File: src/design/sem_pkg.sv
// ----------------------------------------------------------------------------
// sem_pkg
// Shared constants, types and helpers of the scharr edge magnitude block.
// ----------------------------------------------------------------------------
package sem_pkg;

  localparam int MAX_WIDTH_DEF  = 2048;
  localparam int MAX_HEIGHT_DEF = 2048;

  // configuration port
  localparam int CFG_W       = 12;
  localparam int CFG_INDEX_W = 4;
  localparam logic [CFG_INDEX_W-1:0] REG_IMAGE_WIDTH  = CFG_INDEX_W'(0);
  localparam logic [CFG_INDEX_W-1:0] REG_IMAGE_HEIGHT = CFG_INDEX_W'(1);
  localparam int IMAGE_WIDTH_RESET  = 640;
  localparam int IMAGE_HEIGHT_RESET = 480;

  // payload widths
  localparam int PIX_W   = 8;
  localparam int MAG_W   = 8;
  localparam int COORD_W = 11;
  localparam int LINE_W  = 2 * PIX_W;

  // gray conversion: sum / 3 as (sum * 683) >> 11, exact for sums up to 765
  localparam int GRAY_SUM_W  = 10;
  localparam int GRAY_PROD_W = 20;
  localparam int GRAY_RECIP  = 683;
  localparam int GRAY_SHIFT  = 11;

  // gradient path
  localparam int GRAD_W    = 13;
  localparam int SQ_W      = 24;
  localparam int RAD_W     = 25;
  localparam int ROOT_W    = 13;
  localparam int MAG_SHIFT = 3;
  localparam int MAG_MAX   = 255;
  localparam logic signed [GRAD_W-1:0] KERN_SMALL = GRAD_W'(3);
  localparam logic signed [GRAD_W-1:0] KERN_LARGE = GRAD_W'(10);

  typedef enum logic [2:0] {
    S_IDLE,
    S_CALC,
    S_MULT,
    S_ADD,
    S_SQRT,
    S_EMIT
  } state_t;

  typedef struct packed {
    logic in_ready;
    logic calc;
    logic mult;
    logic start_sqrt;
    logic load_out;
  } ctrl_cmd_t;

  typedef struct packed {
    logic in_valid;
    logic interior;
    logic sqrt_done;
    logic out_free;
  } ctrl_status_t;

  function automatic logic signed [GRAD_W-1:0] gray_ext(input logic [PIX_W-1:0] v);
    return $signed({{(GRAD_W-PIX_W){1'b0}}, v});
  endfunction

endpackage

File: src/design/sem_ctrl.sv
// ----------------------------------------------------------------------------
// sem_ctrl
// Sequencer: pixel transfer, window step, squares, root and result load.
// ----------------------------------------------------------------------------
module sem_ctrl import sem_pkg::*; (
  input  logic         clk,
  input  logic         rst,
  input  ctrl_status_t status,
  output ctrl_cmd_t    cmd
);

  state_t state;
  state_t state_next;

  always_ff @(posedge clk) begin
    if (rst) begin
      state <= S_IDLE;
    end else begin
      state <= state_next;
    end
  end

  always_comb begin
    cmd        = '0;
    state_next = state;
    case (state)
      S_IDLE: begin
        cmd.in_ready = 1'b1;
        if (status.in_valid) begin
          state_next = S_CALC;
        end
      end
      S_CALC: begin
        cmd.calc   = 1'b1;
        state_next = status.interior ? S_MULT : S_IDLE;
      end
      S_MULT: begin
        cmd.mult   = 1'b1;
        state_next = S_ADD;
      end
      S_ADD: begin
        cmd.start_sqrt = 1'b1;
        state_next     = S_SQRT;
      end
      S_SQRT: begin
        if (status.sqrt_done) begin
          if (status.out_free) begin
            cmd.load_out = 1'b1;
            state_next   = S_IDLE;
          end else begin
            state_next = S_EMIT;
          end
        end
      end
      S_EMIT: begin
        if (status.out_free) begin
          cmd.load_out = 1'b1;
          state_next   = S_IDLE;
        end
      end
      default: begin
        state_next = S_IDLE;
      end
    endcase
  end

  a_calc_from_idle: assert property (@(posedge clk) disable iff (rst)
    state == S_CALC |-> $past(state) == S_IDLE && $past(status.in_valid))
    else $error("window step entered without a transfer");

  a_load_free: assert property (@(posedge clk) disable iff (rst)
    cmd.load_out |-> status.out_free)
    else $error("result register overwritten while occupied");

  a_root_after_squares: assert property (@(posedge clk) disable iff (rst)
    cmd.start_sqrt |-> $past(cmd.mult))
    else $error("root started without fresh squares");

endmodule

File: config.mk
export PLATFORM = sky130hd
export DESIGN_NAME = sem_ctrl
export DESIGN_NICKNAME = d
export VERILOG_FILES = /design/src/design/sem_pkg.sv /design/src/design/sem_ctrl.sv
export SDC_FILE = /design/constraint.sdc
export NUM_CORES = 1
export LEC_CHECK = 0
export ABC_AREA = 0
export BUFFER_PORTS_ARGS = -buffer_cell sky130_fd_sc_hd__buf_2
export CORE_AREA = 2 2 39 41
export CTS_BUF_LIST = sky130_fd_sc_hd__clkbuf_8
export CTS_CLUSTER_SIZE = 8
export DETAILED_ROUTE_END_ITERATION = 12
export DIE_AREA = 0 0 41 43
export SLEW_MARGIN = 5
export SYNTH_ARGS = -nofsm -noshare
export SYNTH_HDL_FRONTEND = slang
export SYNTH_SLANG_ARGS = --single-unit
File: constraint.sdc
create_clock -name clk -period 1.1 [get_ports clk]
set_input_delay 0.055 -clock clk [delete_from_list [all_inputs] [get_ports clk]]
set_output_delay 0.055 -clock clk [all_outputs]
set_load 0.01 [all_outputs]
After elaboration in Yosys (flattened, before gate mapping)
Cells that the tools add are included.
{"block": "word_totals", "in_bits": 6, "register_bits": 3, "out_inout_bits": 5, "word_cells": 24}
{"block": "classes", "n_mux": 13, "n_eq_ne": 8, "reduce_logical": 2}
{"op": "one-hot mux 3 bit (6 select lines)", "n": 1}
{"op": "2-to-1 mux 3 bit", "n": 4}
{"op": "equality test 3 x 2 -> 1 bit, second input constant", "n": 2}
{"op": "equality test 3 bit, second input constant", "n": 2}
{"op": "2-to-1 mux 1 bit", "n": 6}
{"op": "inequality test 2 bit, second input constant", "n": 3}
{"op": "equality test 3 x 1 -> 1 bit, second input constant", "n": 1}
{"op": "zero test 3 bit", "n": 1}
{"op": "AND reduction 3 bit", "n": 1}
{"op": "2-to-1 mux 2 bit", "n": 1}
{"op": "one-hot mux 1 bit (2 select lines)", "n": 1}

Longest topological paths before layout
Gate-level depths: netlist (run 1).
{"block": "depth", "word_depth": 3, "mapped_depth": 4, "ltp_nobuf": 3}

Least setup slack after synthesis (run 1)
No wires, ideal clock.
{"block": "synth_path", "path_kind": "flip-flop to flip-flop", "startpoint": "register state[2]", "endpoint": "register state[0]", "n_path_buf": 1, "stages_incl_launch_ff": 5, "t_arrival_ns": 0.950, "slack_ns": 0.033, "t_required_ns": 0.982, "synth_period_minus_slack_ns": 1.067, "setup_ns": 0.118, "cell_sequence": "dfxtp_1 buf_6 nor2b_2 a211o_1 o2111a_1"}
{"block": "synth_via", "elab_chain_cells": 3, "word_cells_on_any_way": 11, "classes_between": "eq/ne: 8; mux: 1; reduce/logical: 2"}
{"item": "start, declared", "line_no": "sem_ctrl.sv:12", "text": "state_t state;"}
{"item": "start signal, assigned", "line_no": "sem_ctrl.sv:19", "text": "state <= state_next;"}
{"item": "equality test 3 bit or zero test 3 bit (tied branches)", "line_no": "sem_ctrl.sv:26", "text": "case (state)"}
{"item": "inequality test 2 bit (no line)"}
{"item": "AND reduction 3 bit (no line)"}
Parallel ways exist; a longest one is shown, timed or not.
A chain may end at the register's enable or synchronous reset.

==> reports/results.tsv, run 1 <==
stage	metric	value	unit
yosys	yosys_warnings	0	
yosys	synth_top_area_share	0.306	
sta	rsz0062_at_grt	true	
yosys	ys_seq_elements	3	
sta	finClkSkew	0.00101	ns
routing	first_pass_iters	2	
setup_path	r2r-start	state[2]	
global_route	grt_antenna_before_repair	0	
setup_path	worstSetupPathType	flip-flop to output pin	
placement	place_inst	51	
setup_path	crit_end	cmd[3]	
layout	fin_cells	57	
setup_path	worst_ep_arrival_time	1.04	ns
routing	antenna_left	0	
floorplan	die_w	41	µm
layout	regMostFlops	state	
layout	drive_above_1_share	0.610	
routing	routed_wl	620	µm
cts	cts_buffers	3	
floorplan	die_area	1760	µm²
setup_path	crit_start	state[2]	
cts	cts.htree.levels	1	
yosys	netlist_instances	24	
placement	gp_congestion	0.544	
min_path	min_path_type	input port to flip-flop	
setup_path	startpoint_type	flip-flop	
setup_path	crit_fanout	6	
global_route	grt_pass1_vias	248	
pwr	p_leak	0.168	nW
sta	finalCritPeriodShare	0.998	
cts	clkTransAtPathRegs	0.03	ns
run	timing.max_cap.violations	0	
layout	reg_top3	state: 3 flops	
cts	cts_tree	yes	
layout	largest_reg_flops	3	
sta	min_period	1.10	ns
pwr	p_per_area	1940	nW/µm²
yosys	synth_area_leader_cell	dfxtp_1	
global_route	grt.overflow.total	0	
sta	slew_headroom	0.861	
sta	finalMaxSlewViolations	0	
setup_path	crit_path_end_kind	output pin	
pwr	vdd_drop_max	0.404	mV
sta	fin_ws	0.00250	ns
routing	dr.first_iter.drc_count	1	
routing	num_vias	232	
routing	routed_via_density	4.07	
sta	tightestPinTransition	0.206	ns
setup_path	crit_required	1.04	ns
cts	clk_path_buf_depth	2	
yosys	synth_area_per_cell	8.18	µm²
floorplan	die_y	43	µm
routing	wire_per_inst	10.9	µm
yosys	synth_cell_types	16	
placement	pre_cts_slack	0.0696	ns
setup_path	r2r-end	state[0]	
layout	final_core_util	0.260	
sta	tns	0	ns
status	status	complete, no violations	
routing	drcViolationCount	0	
floorplan	start_util	0.142	
sta	fmax	911	MHz
global_route	grt_pass1_wl	1060	µm
cts	clk-insertion-delay-late	0.22	ns
placement	detailed_place_hpwl	388	µm
cts	cts-root-buf	clkbuf_8	
sta	setup_violations	0	
layout	synthToLayoutAreaGrowth	83.4	%
yosys	syn-cell-area	196	µm²
yosys	ys_seq_area_frac	0.306	
layout	nNetsFinal	48	
sta	hold_viol_final	0	
cts	ctsHoldBuffers	0	
floorplan	row_count	14	
global_route	track_usage	0.0972	
setup_path	regToRegSetupSlack	0.05	ns
layout	diodes	0	
cts	cts.sinks	3	
placement	portBuffers	10	
floorplan	ios	11	
yosys	synth_area_leaders	dfxtp_1 31%, nor3_1 7.6%, a221oi_2 7.6%, buf_6 5.7%, mux2_1 5.7%	
floorplan	placeableCoreArea	1380	µm²
global_route	grt_start_max_net_pins	8	
min_path	hold_path_depth	2	
yosys	syn_nets	30	
setup_path	reg2reg_depth	3	
through the flow:
| stage | instance area, µm² | hold slack, ns | power (W) |
|---|---|---|---|
| after floorplan | 196 | 0.121 | 0.000270 |
| after global routing | 360 | 0.0430 | 0.000749 |
| final | 360 | 0.0297 | 0.000701 |
| after detailed placement | 270 | 0.256 | 0.000329 |
| after CTS | 347 | 0.0207 | 0.000696 |
| after global placement | 270 | 0.256 | 0.000326 |
cells in the mapped netlist (all sizes together):
library cell and number:
a211o 1, a21oi 1, a221oi 1, buf 1
dfxtp 3, inv 3, mux2 1, nand2 1
nand2b 1, nor2 3, nor2b 1, nor3 3
o2111a 1, o211ai 1, o21ai 2
power by group:
group	switching (W)	total, W	internal [W]	leakage [nW]
logic	0.000110	0.000225	0.000116	0.116
clock network	0.0000764	0.000314	0.000238	0.0269
registers	0.0000287	0.000161	0.000132	0.0254
what timing repair did:
action | 4_1_cts | 5_1_grt
endpoints found under the setup margin | 2 | 5
pin swaps | 1 | 2
cloned | 0 | 0
hold endpoints to repair | 0 | 0
resized for setup | 5 | 4
buffers inserted | 2 | 0
worst max-delay path, stage by stage (launching register included):
cell      delay, ns
dfxtp_2        0.33
buf_6          0.13
nand2b_4       0.16
nor2_2         0.08
buf_2          0.13
cells by family (layout without fill, tap and decap cells):
kind of cell,Yosys count,after routing,synth area share
compound gates,7,7,0.293
buf+inv,4,21,0.115
flops,3,3,0.306
mux,1,1,0.0573
simple gates,9,9,0.229
routing by layer:
metal / global-route usage / share of wire / vias to the layer above
li1: - / - / 119
met5: 0 / 0 / -
met4: 0.0800 / 0 / 0
met1: 0.0895 / 0.39 / 107
met2: 0.144 / 0.54 / 6
met3: 0.0576 / 0.069 / 0
placed cells by master (no fill, tap or decap), drive strengths merged, types with 2 or more instances in the layout:
| cell | instances |
|---|---|
| clkbuf | 3 |
| buf | 14 |
| o21ai | 2 |
| dfxtp | 3 |
| nor3 | 3 |
| inv | 4 |
| nor2 | 3 |
how the worst min path moves through the flow:
| stage | slack (ns) | endpoint | startpoint |
|---|---|---|---|
| after global placement | 0.26 | state[2] | rst |
| after global routing | 0.04 | state[2] | rst |
| after CTS | 0.02 | state[2] | rst |
| after detailed placement | 0.26 | state[2] | rst |
| final | 0.03 | state[2] | rst |
| after floorplan | 0.12 | state[2] | rst |
area by class of cell:
cell class,count,area [µm²]
Clock buffer,3,41.3
Clock inverter,1,3.75
Fill cell,162,1020
Inverter,3,11.3
Multi-Input combinational cell,17,131
Sequential cell,3,62.6
Tap cell,16,20.0
Timing Repair Buffer,14,90.1
(Power assumes the default switching activity.)
==> run 2, diff against run 1 <==
--- a/config.mk
+++ b/config.mk
@@ -5,7 +5,7 @@
 export SDC_FILE = /design/constraint.sdc
 export NUM_CORES = 1
 export LEC_CHECK = 0
-export ABC_AREA = 0
+export ABC_AREA = 1
 export BUFFER_PORTS_ARGS = -buffer_cell sky130_fd_sc_hd__buf_2
 export CORE_AREA = 2 2 39 41
 export CTS_BUF_LIST = sky130_fd_sc_hd__clkbuf_8
==> run 2 against run 1 <==
  * Power shrank 0.29%
  * Combinational power is essentially flat
  * Critical path depth is the same
  * Clock-buffer cell count is the same
  * Non-clock buffer count shrank 4
  * Critical endpoint is now cmd[2]
  * Via count grew 13%
==> reports/results.tsv, run 2 <==
stage	metric	value	unit
layout	diodes	0	
layout	layout_common_cells	10 x buf_2, 8 x nand2_1, 7 x inv_1, 7 x nor2_1, 4 x nand3_1	
global_route	grt_pass1_wl	800	µm
pwr	p_per_area	2080	nW/µm²
cts	clk-insertion-delay-late	0.21	ns
setup_path	crit_path_end_kind	output pin	
yosys	syn_nets	42	
yosys	synth_area_leaders	dfxtp_1 28%, nand2_1 14%, nor2_1 14%, inv_1 12%, nand3_1 9.5%	
layout	reg_top3	state: 3 flops	
yosys	netlist_instances	36	
layout	synthToLayoutAreaGrowth	58.6	%
sta	fmax	943	MHz
floorplan	die_w	41	µm
status	status	complete, no violations	
cts	cts-root-buf	clkbuf_8	
yosys	synth_top_area_share	0.284	
sta	setup_violations	0	
floorplan	row_count	14	
sta	rsz0062_at_grt	true	
setup_path	crit_required	1.04	ns
layout	final_core_util	0.242	
routing	routed_via_density	3.97	
global_route	grt_start_max_net_pins	7	
placement	detailed_place_hpwl	430	µm
pwr	vdd_drop_max	0.614	mV
yosys	ys_seq_elements	3	
sta	tns	0	ns
layout	nNetsFinal	57	
yosys	syn-cell-area	211	µm²
routing	first_pass_iters	3	
layout	register_area	66.3	µm²
min_path	min_path_type	input port to flip-flop	
routing	wire_per_inst	7.59	µm
floorplan	die_area	1760	µm²
cts	cts.htree.levels	1	
layout	multiInputGateArea	128	µm²
layout	largest_reg_flops	3	
setup_path	reg2reg_depth	5	
yosys	ys_seq_area_frac	0.284	
placement	gp_congestion	0.733	
global_route	track_usage	0.0691	
yosys	synth_commonest_cells	8 x nand2_1, 8 x nor2_1, 7 x inv_1	
global_route	grt.overflow.total	0	
floorplan	ios	11	
setup_path	worstSetupPathType	flip-flop to output pin	
sta	hold_viol_final	0	
sta	tightestPinTransition	0.149	ns
global_route	grt_pass1_vias	254	
routing	dr.first_iter.drc_count	4	
sta	finalCritPeriodShare	0.964	
setup_path	regToRegSetupSlack	0.20	ns
cts	clk_path_buf_depth	2	
routing	num_vias	262	
layout	drive_above_1_share	0.440	
layout	mostFrequentLayoutCell	buf_2	
sta	whs	0.0161	ns
setup_path	worst_ep_arrival_time	1.01	ns
yosys	synth_area_leader_cell	dfxtp_1	
pwr	p_leak	0.204	nW
sta	fin_ws	0.0396	ns
cts	cts.sinks	3	
yosys	synth_cell_types	11	
routing	antenna_left	0	
setup_path	startpoint_type	flip-flop	
placement	pre_cts_slack	0.120	ns
yosys	synthArstFlopShare	0	
yosys	yosys_warnings	0	
yosys	synth-edff-count	0	
cts	cts_buffers	3	
floorplan	die_y	43	µm
layout	regMostFlops	state	
layout	fillers	169	
yosys	yosys_most_used_dff	dfxtp_1	
setup_path	crit_fanout	4	
routing	drcViolationCount	0	
cts	clkTransAtPathRegs	0.03	ns
placement	portBuffers	10	
run	timing.max_cap.violations	0	
cts	cts_setup_buffers	0	
sta	slew_headroom	0.900	
routing	routed_wl	501	µm
cts	cts_tree	yes	
sta	min_period	1.06	ns
global_route	grt_antenna_before_repair	0	
min_path	hold_path_depth	2	
yosys	synth_area_per_cell	5.87	µm²
sta	finalMaxSlewViolations	0	
sta	finClkSkew	0.000632	ns
floorplan	placeableCoreArea	1380	µm²
floorplan	start_util	0.153	
==> run 2: layer usage <==
| layer | vias to the layer above | track usage | part of all wire |
|---|---|---|---|
| met4 | 0 | 0.0600 | 0 |
| met3 | 0 | 0.0314 | 0.070 |
| met5 | - | 0 | 0 |
| li1 | 136 | - | - |
| met1 | 121 | 0.0607 | 0.40 |
| met2 | 5 | 0.109 | 0.53 |
==> run 2: timing repair <==
item                                    CTS  global route
cloned                                    0             0
endpoints found under the setup margin    2             3
hold buffers                              0             0
resized for setup                         3             3
==> run 2: report_power, final <==
group          total [W]  switching [W]  leakage [nW]  internal (W)
combinational   0.000222       0.000132         0.151     0.0000902
sequential      0.000170      0.0000308        0.0261      0.000139
clock           0.000307      0.0000698        0.0269      0.000237
total           0.000699       0.000232         0.204      0.000466
==> run 2: layout make-up <==
cell class,count,area share
sequential,3,0.198
multi-input combinational,26,0.381
tap,16,0.0597
timing repair buffer,10,0.149
clock buffer,3,0.123
clock inverter,1,0.0112
inverter,7,0.0784
==> run 2: worst max-delay path: stages, from the launching register on <==
cell     delay [ns]
dfxtp_4        0.35
inv_2          0.09
nand2_1        0.09
nor2_1         0.12
buf_2          0.14
==> run 2: cells by family after synthesis <==
family | after synthesis | share of synthesized area
and+or+nand+nor | 25 | 0.568
buffers and inverters | 7 | 0.124
DFF | 3 | 0.284
AOI/OAI and AO/OA | 1 | 0.0236
==> run 2: metrics by stage <==
stage	power (W)	instances	cell area, µm²
finish	0.000699	66	335
global route	0.000747	66	335
CTS	0.000706	66	330
detailed placement	0.000384	62	282
global placement	0.000381	62	282
floorplan	0.000316	36	211
==> run 2: final timing paths <==
| check | from | end |
|---|---|---|
| min | rst | state[1] |
| max reg2reg | state[1] | state[2] |
| min reg2reg | state[2] | state[0] |
| max | state[2] | cmd[2] |
==> run 3, diff against run 2 <==
--- a/config.mk
+++ b/config.mk
@@ -12,6 +12,7 @@
 export CTS_CLUSTER_SIZE = 8
 export DETAILED_ROUTE_END_ITERATION = 12
 export DIE_AREA = 0 0 41 43
+export RECOVER_POWER = 100
 export SLEW_MARGIN = 5
 export SYNTH_ARGS = -nofsm -noshare
 export SYNTH_HDL_FRONTEND = slang
==> run 3 against run 2 <==
  * First-iteration DRC count is the same
  * Sequential share of layout area is 0.38 points higher
  * Global-route usage stayed put
  * Final cell count unchanged
  * Critical endpoint unchanged
  * Largest cell class unchanged
==> reports/results.tsv, run 3 (same netlist as run 2, synthesis figures left out) <==
stage	metric	value	unit
cts	clk_path_buf_depth	2	
global_route	grt_pass1_wl	800	µm
global_route	grt_antenna_before_repair	0	
sta	finalCritPeriodShare	0.964	
routing	wl_met3	35	µm
routing	wl_met2	267	µm
floorplan	die_w	41	µm
setup_path	r2r-end	state[2]	
layout	largest_reg_flops	3	
routing	first_pass_iters	3	
layout	mostFrequentLayoutCell	nand2_1	
layout	diodes	0	
setup_path	crit_required	1.04	ns
pwr	p_per_area	2090	nW/µm²
sta	finalMaxSlewViolations	0	
routing	dr.first_iter.drc_count	4	
layout	synthToLayoutAreaGrowth	55.6	%
cts	cts_setup_buffers	0	
sta	tightestPinTransition	0.155	ns
cts	cts_tree	yes	
sta	whs	0.0161	ns
setup_path	regToRegSetupSlack	0.19	ns
cts	cts-root-buf	clkbuf_8	
placement	gp_congestion	0.733	
min_path	hold_path_depth	2	
global_route	grt_pass1_vias	254	
layout	layout_common_cells	9 x nand2_1, 7 x inv_1, 7 x nor2_1, 7 x buf_2, 4 x nand3_1	
setup_path	worstSetupPathType	flip-flop to output pin	
sta	rsz0062_at_grt	true	
routing	dr.max_layer_used	met3	
layout	register_area	66.3	µm²
placement	place_area	282	µm²
setup_path	crit_start	state[2]	
setup_path	crit_path_end_kind	output pin	
layout	drive_above_1_share	0.360	
layout	fillers	170	
sta	finClkSkew	0.000632	ns
setup_path	crit_end	cmd[2]	
setup_path	slowest_delay	0.35	ns
setup_path	reg2reg_depth	5	
setup_path	crit_fanout	4	
floorplan	row_count	14	
cts	cts.htree.levels	1	
pwr	p_leak	0.193	nW
layout	nNetsFinal	57	
routing	antenna_left	0	
setup_path	worst_ep_arrival_time	1.01	ns
routing	routed_wl	504	µm
floorplan	ios	11	
cts	clkTransAtPathRegs	0.03	ns
sta	min_period	1.06	ns
setup_path	crit_chain	inv_2, nand2_1, nor2_1, buf_2	
run	timing.max_cap.violations	0	
cts	cts.sinks	3	
floorplan	die_y	43	µm
global_route	grt_start_max_net_pins	7	
global_route	grt.overflow.total	0	
sta	setup_violations	0	
setup_path	startpoint_type	flip-flop	
global_route	track_usage	0.0691	
pwr	vdd_drop_max	0.613	mV
min_path	min_path_type	input port to flip-flop	
routing	num_vias	262	
layout	regMostFlops	state	
routing	met1Wirelength	201	µm
layout	reg_top3	state: 3 flops	
floorplan	start_util	0.153	
routing	routed_via_density	3.97	
layout	multiInputGateArea	125	µm²
layout	design_area	329	µm²
routing	wire_per_inst	7.64	µm
setup_path	r2r-start	state[1]	
floorplan	die_area	1760	µm²
cts	cts_buffers	3	
routing	drcViolationCount	0	
placement	detailed_place_hpwl	430	µm
setup_path	crit_slowest_cell	dfxtp_4	
floorplan	placeableCoreArea	1380	µm²
sta	fmax	943	MHz
cts	clk-insertion-delay-late	0.21	ns
placement	portBuffers	10	
sta	slew_headroom	0.896	
status	status	complete, no violations	
sta	hold_viol_final	0	
[run 3: layout make-up]
class                           instances  area share
Multi-Input combinational cell         26       0.380
Clock inverter                          1      0.0114
Timing Repair Buffer                   10       0.141
Inverter                                7      0.0798
Sequential cell                         3       0.202
Tap cell                               16      0.0608
Clock buffer                            3       0.125
[run 3: metal layers]
metal	GRT usage	vias to the layer above
met3	0.0314	0
met2	0.109	5
met5	0	-
met1	0.0607	121
li1	-	136
met4	0.0600	0
[run 3: how the worst min path moves through the flow]
stage / start / to / slack [ns]
after global routing: rst / state[1] / 0.03
after global placement: rst / state[1] / 0.24
after detailed placement: rst / state[1] / 0.24
final: rst / state[1] / 0.02
after floorplan: rst / state[1] / 0.13
after CTS: rst / state[1] / 0.02
[run 3: timing repair]
item / 4_1_cts / 5_1_grt
resized for setup: 3 / 3
endpoints found under the setup margin: 2 / 3
hold buffers: 0 / 0
[run 3: metrics by stage]
step	TNS, ns	setup slack [ns]	total power, W	cells	util
after floorplan	0	0.190	0.000316	36	-
after global placement	0	0.153	0.000381	62	0.203
after detailed placement	0	0.120	0.000384	62	0.203
after CTS	0	0.0153	0.000706	66	0.239
after global routing	-0.00932	-0.00542	0.000736	66	0.238
final	0	0.0392	0.000688	66	0.238
[run 3: where the power goes]
group          switching (W)  internal (W)  leakage [nW]
Combinational       0.000131     0.0000806         0.140
Sequential         0.0000308      0.000139        0.0261
Clock              0.0000698      0.000237        0.0269
Total               0.000231      0.000457         0.193
[run 3: worst max-delay path, delay by kind of cell, from the launching register on]
family | cells | cell delay (ns)
buf+inv | 2 | 0.23
flops | 1 | 0.35
simple gates | 2 | 0.21
